===== config.mk =====
export PLATFORM = sky130hd
export DESIGN_NAME = cdf_table_sampler_core
export DESIGN_NICKNAME = d
export VERILOG_FILES = /design/src/hdl/cdfs_pkg.sv /design/src/hdl/cdf_table_sampler_core.sv /design/src/hdl/cdfs_ctrl.sv /design/src/hdl/cdfs_datapath.sv
export SDC_FILE = /design/constraint.sdc
export NUM_CORES = 2
export LEC_CHECK = 0
export ABC_CLOCK_PERIOD_IN_PS = 8180
export BUFFER_PORTS_ARGS = -buffer_cell sky130_fd_sc_hd__buf_2
export CORE_MARGIN = 4
export CORE_UTILIZATION = 30
export CTS_CLUSTER_DIAMETER = 60
export DETAILED_ROUTE_END_ITERATION = 16
export HOLD_SLACK_MARGIN = 0.15
export REMOVE_ABC_BUFFERS = 1
export SLEW_MARGIN = 0
export SYNTH_ARGS = -nofsm -noshare
export SYNTH_HDL_FRONTEND = slang
export SYNTH_SLANG_ARGS = --single-unit

===== constraint.sdc =====
create_clock -name clk -period 8.18 [get_ports clk]
set_input_delay 0 -clock clk [delete_from_list [all_inputs] [get_ports clk]]
set_output_delay 0 -clock clk [all_outputs]
set_load 0.03 [all_outputs]

===== src/hdl/cdfs_pkg.sv =====
// cdfs_pkg: shared types and constants for the CDF table sampler.
// Holds the controller state enum, the command and status structs, the table depth and
// the fixed field widths. No dependencies.
package cdfs_pkg;

  localparam int unsigned TABLE_DEPTH = 128; // table entries, matches the 7-bit index
  localparam int unsigned IDX_W  = 7;   // entry_index and sample_index width
  localparam int unsigned SIZE_W = 8;   // table_size register width

  localparam logic [SIZE_W-1:0] SIZE_RESET = 8'd100;

  localparam logic FUNC_LOAD   = 1'b0;
  localparam logic FUNC_SAMPLE = 1'b1;

  typedef enum logic [1:0] {
    ST_IDLE,
    ST_SEARCH,
    ST_FINISH
  } state_t;

  typedef struct packed {
    logic load_wr;  // write one table entry from the input transfer
    logic start;    // open a search and issue the first probe
    logic step;     // narrow the interval and issue the next probe
    logic emit;     // move the search result into the output register
  } cmd_t;

  typedef struct packed {
    logic search_last;  // the interval closes with this step
  } status_t;

endpackage


===== src/hdl/cdf_table_sampler_core.sv =====
// cdf_table_sampler_core: top level of the discrete inverse-transform sampler.
// Instantiates cdfs_ctrl and cdfs_datapath; depends on cdfs_pkg.
//
//   channel   ports                                   handshake
//   --------  --------------------------------------  -----------------------
//   input     in_func, in_entry_index, in_entry_value, in_valid / in_ready
//             in_uniform_sample
//   result    out_sample_index, out_above_table        out_valid / out_ready
//   config    cfg_wdata (table_size)                  cfg_we, no wait
//
// A load transfer writes one table entry; it gives no result.
// A sample transfer searches the first n entries, n the table size in use: one
// probe of the single read port per cycle, the next probe address formed from
// the compare on the data just read.
// A finished result moves into the output register, which holds while out_ready
// is low; the next item is taken meanwhile, and only the hand-off of the next
// result waits. Reset (rst_n, synchronous) sets table_size to 100 and leaves the
// table contents undefined until loaded.
module cdf_table_sampler_core #(
  parameter int unsigned PROB_BITS   = 16
) (
  input  logic                          clk,
  input  logic                          rst_n,
  // input channel
  input  logic                          in_valid,
  output logic                          in_ready,
  input  logic                          in_func,
  input  logic [cdfs_pkg::IDX_W-1:0]    in_entry_index,
  input  logic [PROB_BITS:0]            in_entry_value,
  input  logic [PROB_BITS-1:0]          in_uniform_sample,
  // result channel
  output logic                          out_valid,
  input  logic                          out_ready,
  output logic [cdfs_pkg::IDX_W-1:0]    out_sample_index,
  output logic                          out_above_table,
  // configuration
  input  logic                          cfg_we,
  input  logic [cdfs_pkg::SIZE_W-1:0]   cfg_wdata
);
  import cdfs_pkg::*;

  cmd_t    cmd;
  status_t status;

  // sequence each transfer: load, search, hand off
  cdfs_ctrl u_ctrl (
    .clk       (clk),
    .rst_n     (rst_n),
    .in_valid  (in_valid),
    .in_func   (in_func),
    .in_ready  (in_ready),
    .out_valid (out_valid),
    .out_ready (out_ready),
    .cmd       (cmd),
    .status    (status)
  );

  // table memory, binary search interval and result register
  cdfs_datapath #(
    .PROB_BITS   (PROB_BITS)
  ) u_datapath (
    .clk               (clk),
    .rst_n             (rst_n),
    .cfg_we            (cfg_we),
    .cfg_wdata         (cfg_wdata),
    .in_entry_index    (in_entry_index),
    .in_entry_value    (in_entry_value),
    .in_uniform_sample (in_uniform_sample),
    .cmd               (cmd),
    .status            (status),
    .out_sample_index  (out_sample_index),
    .out_above_table   (out_above_table)
  );

endmodule


===== src/hdl/cdfs_ctrl.sv =====
// cdfs_ctrl: controller state machine for the CDF table sampler.
// Sequences load, search and result hand-off; owns the output valid flag.
// Depends on cdfs_pkg.
module cdfs_ctrl (
  input  logic             clk,
  input  logic             rst_n,
  input  logic             in_valid,
  input  logic             in_func,
  output logic             in_ready,
  output logic             out_valid,
  input  logic             out_ready,
  output cdfs_pkg::cmd_t   cmd,
  input  cdfs_pkg::status_t status
);
  import cdfs_pkg::*;

  state_t state_r, state_nxt;
  logic   out_valid_r, out_valid_nxt;

  always_ff @(posedge clk) begin
    if (!rst_n) begin
      state_r     <= ST_IDLE;
      out_valid_r <= 1'b0;
    end else begin
      state_r     <= state_nxt;
      out_valid_r <= out_valid_nxt;
    end
  end

  always_comb begin
    state_nxt     = state_r;
    cmd           = '0;
    in_ready      = 1'b0;
    out_valid_nxt = out_valid_r && !out_ready;
    case (state_r)
      ST_IDLE: begin
        in_ready = 1'b1;
        if (in_valid) begin
          if (in_func == FUNC_LOAD) begin
            cmd.load_wr = 1'b1;
          end else begin
            cmd.start = 1'b1;
            state_nxt = ST_SEARCH;
          end
        end
      end
      ST_SEARCH: begin
        cmd.step = 1'b1;
        if (status.search_last) begin
          state_nxt = ST_FINISH;
        end
      end
      ST_FINISH: begin
        // hold the result until the output register is free
        if (!out_valid_r || out_ready) begin
          cmd.emit      = 1'b1;
          out_valid_nxt = 1'b1;
          state_nxt     = ST_IDLE;
        end
      end
      default: begin
        state_nxt = ST_IDLE;
      end
    endcase
  end

  assign out_valid = out_valid_r;

endmodule


===== src/hdl/cdfs_datapath.sv =====
// cdfs_datapath: table memory, search interval registers and result register.
// Also holds the table_size configuration register.
// Depends on cdfs_pkg.
module cdfs_datapath #(
  parameter int unsigned PROB_BITS   = 16
) (
  input  logic                          clk,
  input  logic                          rst_n,
  input  logic                          cfg_we,
  input  logic [cdfs_pkg::SIZE_W-1:0]   cfg_wdata,
  input  logic [cdfs_pkg::IDX_W-1:0]    in_entry_index,
  input  logic [PROB_BITS:0]            in_entry_value,
  input  logic [PROB_BITS-1:0]          in_uniform_sample,
  input  cdfs_pkg::cmd_t                cmd,
  output cdfs_pkg::status_t             status,
  output logic [cdfs_pkg::IDX_W-1:0]    out_sample_index,
  output logic                          out_above_table
);
  import cdfs_pkg::*;

  localparam int unsigned ADDR_W = $clog2(TABLE_DEPTH);

  logic [PROB_BITS:0]   mem [TABLE_DEPTH];
  logic [PROB_BITS:0]   rd_data_r;

  logic [SIZE_W-1:0]    table_size_r;
  logic [SIZE_W-1:0]    n_use;
  logic [PROB_BITS-1:0] u_r;
  logic [SIZE_W-1:0]    lo_r, hi_r, mid_r;
  logic [SIZE_W-1:0]    lo_nxt, hi_nxt, lo_sel, hi_sel, mid_sel;
  logic [SIZE_W:0]      mid_sum;
  logic                 greater;
  logic                 wr_en;
  logic [ADDR_W-1:0]    wr_addr, rd_addr;
  logic                 rd_en;
  logic                 above;
  logic [IDX_W-1:0]     sample_index_r;
  logic                 above_table_r;

  always_ff @(posedge clk) begin
    if (!rst_n) begin
      table_size_r <= SIZE_RESET;
    end else if (cfg_we) begin
      table_size_r <= cfg_wdata;
    end
  end

  // clamp the size in use to 1..TABLE_DEPTH
  always_comb begin
    if (table_size_r == '0) begin
      n_use = SIZE_W'(1);
    end else if (32'(table_size_r) > TABLE_DEPTH) begin
      n_use = SIZE_W'(TABLE_DEPTH);
    end else begin
      n_use = table_size_r;
    end
  end

  // interval update from the probe that just returned
  assign greater = rd_data_r > {1'b0, u_r};
  assign lo_nxt  = greater ? lo_r : mid_r + SIZE_W'(1);
  assign hi_nxt  = greater ? mid_r : hi_r;
  assign status.search_last = lo_nxt >= hi_nxt;

  assign lo_sel  = cmd.start ? '0 : lo_nxt;
  assign hi_sel  = cmd.start ? n_use : hi_nxt;
  assign mid_sum = {1'b0, lo_sel} + {1'b0, hi_sel};
  assign mid_sel = mid_sum[SIZE_W:1];

  always_ff @(posedge clk) begin
    if (cmd.start) begin
      u_r <= in_uniform_sample;
    end
    if (cmd.start || cmd.step) begin
      lo_r  <= lo_sel;
      hi_r  <= hi_sel;
      mid_r <= mid_sel;
    end
  end

  // table memory: one write port for loads, one registered read port for probes
  assign wr_en   = cmd.load_wr && (32'(in_entry_index) < TABLE_DEPTH);
  assign wr_addr = ADDR_W'(in_entry_index);
  assign rd_en   = cmd.start || cmd.step;
  assign rd_addr = ADDR_W'(mid_sel);

  always_ff @(posedge clk) begin
    if (wr_en) begin
      mem[wr_addr] <= in_entry_value;
    end
    if (rd_en) begin
      rd_data_r <= mem[rd_addr];
    end
  end

  // result: saturate to the last entry in use when nothing exceeded the value
  assign above = lo_r >= n_use;

  always_ff @(posedge clk) begin
    if (cmd.emit) begin
      sample_index_r <= above ? IDX_W'(n_use - SIZE_W'(1)) : IDX_W'(lo_r);
      above_table_r  <= above;
    end
  end

  assign out_sample_index = sample_index_r;
  assign out_above_table  = above_table_r;

endmodule

==> reports/results.ini <==
[status]
status = finished clean

[global_routing]
antenna_found_initial = 18
grt_use_total = 0.143
grt_max_degree = 103
grt_overflow_total = 0
grt_pass1_wl_um = 311000
grt_pass1_vias = 41300

[logic_synthesis]
yosys.area.top_type_share = 0.771
syn_inst = 3644
synth.largest_area_cell = edfxtp_1
postSynthAreaPerCell_sq_um = 24.0
synthTopCellsByCount = edfxtp_1 (2241), mux4_2 (670), nor2_1 (151), clkbuf_1 (136), mux2i_1 (87)
ys_seq_area_frac = 0.773
synth_warnings = 0
synth.cell_area_sq_um = 87300
synth_seq_cells = 2252
synthArstFlopShare = 0
synth_edf_count = 2241
yosysMostFrequentCell = edfxtp_1
yosysUniqueCellTypes = 50
synth_ff_type = edfxtp_1
ys_top_cells_by_area = edfxtp_1 (77%), mux4_2 (17%), mux2i_1 (1.0%)

[min_path]
min_path_cells = 2
hold_path_class = input port to flop
worstHoldEndpoint = u_datapath.mem[40][12]
hold_start = in_entry_value[12]

[timing]
post-route-period-util = 0.898
slew_headroom = 0.0697
rsz0062_at_grt = false
hold_violations = 0
finalMaxSlewViolations = 0
setup_violations = 0
fin_skew_ns = 0.0259
worst_pin_slew_ns = 1.39
fin_ws_ns = 0.831
fmax_mhz = 136
finalCriticalPeriod_ns = 7.35

[final_layout]
drive_above_1_share = 0.332
finalCoreUtilization = 0.353
nets = 4165
syn_to_final_growth_pct = 16.8
nFillCells = 26400

[critical_path]
worstRegToRegCells = 15
worst-r2r-setup-slack_ns = 0.83
rr_startpoint = u_datapath.rd_data_r[14]
cp-end-kind = flop
path_class = flop to flop
cp.arrival_ns = 7.87
worstReg2RegEnd = u_datapath.rd_data_r[11]
path_max_fanout = 54
required_ns = 8.70
start_kind = flop

[die]
rows = 197
die_w_um = 547
dieArea_sq_um = 300000
die_h_um = 547
start_util = 0.302
io_pins = 64
core_area_sq_um = 289000

[routing]
vias = 40700
drtIter0Drc = 5035
drc = 0
drtAntennaViolNets = 0
drt-pass1-iter-count = 8
wire_per_inst_um = 26.9
routed_wl_um = 219000
routed_via_density = 5.00

[clock_network]
cts.sinks = 2252
clk_latency_ns = 0.84
cts_max_level = 4
cts.clk_slew.worst_paths_ns = 0.07
cts_resized = 0
clock_path_buffers = 3
cts-root-buf = clkbuf_16
numCtsBuffers = 215
cts_tree = yes

[placement]
dp_hpwl_um = 126000
pre_cts_ws_ns = 0.790
portBuffers = 63
gp_congestion = 0.793

[run]
drv_cap = 0

[layer usage]
| layer | wire (um) | track usage | up-vias |
|---|---|---|---|
| met3 | 16000 | 0.0266 | 284 |
| met5 | 0 | 0 | - |
| met2 | 107000 | 0.232 | 1507 |
| met1 | 90900 | 0.199 | 22400 |
| li1 | - | - | 16500 |
| met4 | 4970 | 0.0342 | 0 |
[cell families (layout without fill, tap and decap cells)]
| kind of cell | after synthesis | in the layout | synth area share |
|---|---|---|---|
| flip-flops | 2252 | 2252 | 0.773 |
| multiplexers | 790 | 790 | 0.189 |
| AND/OR/NAND/NOR | 257 | 257 | 0.0130 |
| buffers and inverters | 210 | 818 | 0.0104 |
| AO/OA/AOI/OAI | 75 | 75 | 0.00622 |
| adder cells (fa/ha/maj) | 42 | 42 | 0.00611 |
| XOR/XNOR | 18 | 18 | 0.00202 |
| other | 0 | 8 | 0 |
[critical path, cell delays in order (launching register included)]
cell and delay, ns:
edfxtp_1 0.39, ha_1 0.35, nand4b_4 0.14, or4_4 0.56, a31oi_4 0.29, o21a_2 0.55, mux2_2 0.41, and2_1 0.20
fa_4 1.21, buf_12 0.41, buf_4 0.36, mux4_2 0.53, mux4_2 0.59, mux2i_1 0.54, mux2_2 0.29, a222oi_1 0.10
[layout by cell type (no fill, tap or decap), types with 5 or more instances in the layout]
| cell type | count |
|---|---|
| nand2b_1 | 8 |
| mux4_2 | 670 |
| a21oi_1 | 25 |
| clkbuf_1 | 50 |
| clkinv_1 | 66 |
| diode_2 | 8 |
| dlygate4sd3_1 | 97 |
| nor2_2 | 123 |
| mux4_1 | 10 |
| buf_2 | 46 |
| nand3_1 | 14 |
| nand2_1 | 36 |
| inv_6 | 7 |
| buf_12 | 31 |
| ha_1 | 41 |
| inv_1 | 30 |
| nor2_1 | 23 |
| edfxtp_1 | 2241 |
| xnor2_1 | 8 |
| dfxtp_1 | 11 |
| and2_1 | 8 |
| clkinv_2 | 32 |
| a21o_1 | 7 |
| nor3_1 | 7 |
| bufinv_16 | 15 |
| mux2i_1 | 87 |
| clkbuf_16 | 218 |
| buf_4 | 213 |
| nor2_4 | 5 |
| mux2_2 | 23 |
| o21ai_0 | 14 |
| nor2b_1 | 20 |
| a222oi_1 | 17 |
[area by class of cell]
| class | count | area (sq um) | area share |
|---|---|---|---|
| Sequential cell | 2252 | 67500 | 0.662 |
| Clock buffer | 268 | 5640 | 0.0553 |
| Clock inverter | 132 | 1120 | 0.0110 |
| Antenna cell | 8 | 20.0 | 0.000196 |
| Inverter | 31 | 116 | 0.00114 |
| Timing Repair Buffer | 387 | 3420 | 0.0335 |
| Multi-Input combinational cell | 1182 | 19300 | 0.189 |
| Tap cell | 3880 | 4850 | 0.0476 |
[worst max-delay path by stage]
stage,cells past startpoint,start,end,slack (ns)
global placement,16,u_datapath.u_r[14],u_datapath.rd_data_r[15],0.84
global route,15,u_datapath.rd_data_r[14],u_datapath.rd_data_r[11],0.56
floorplan,14,u_datapath.rd_data_r[14],u_datapath.rd_data_r[0],-24.08
CTS,15,u_datapath.rd_data_r[14],u_datapath.rd_data_r[11],0.76
finish,15,u_datapath.rd_data_r[14],u_datapath.rd_data_r[11],0.83
detailed placement,15,u_datapath.rd_data_r[14],u_datapath.rd_data_r[11],0.79
[sequential cells by signal, indices dropped and copies added (netlist names)]
| register | cells |
|---|---|
| u_datapath.mem | 2176 |
| u_datapath.rd_data_r | 17 |
| u_datapath.u_r | 16 |
| u_datapath.hi_r | 8 |
| u_datapath.lo_r | 8 |
| u_datapath.mid_r | 8 |
| u_datapath.table_size_r | 8 |
| u_datapath.out_sample_index | 7 |
| u_ctrl.state_r | 2 |
| u_ctrl.out_valid | 1 |
| u_datapath.out_above_table | 1 |
[through the flow]
stage               setup TNS, ns  cells  hold slack [ns]  instance area (sq um)
floorplan                 -461.01   3465           0.0619                  86500
global placement                0   7635            0.186                  94200
detailed placement              0   7635            0.194                  94200
CTS                             0   8132            0.163                 102000
global route                    0   8137            0.186                 102000
finish                          0   8140            0.228                 102000
[repair_timing]
action / CTS / global route
setup buffers: 0 / 0
hold endpoints to repair: 1046 / 0
hold buffers: 97 / 0
Power is left out: the tool's default activity adds up to more than one toggle a clock period on the data nets, which glitch-free logic cannot reach.
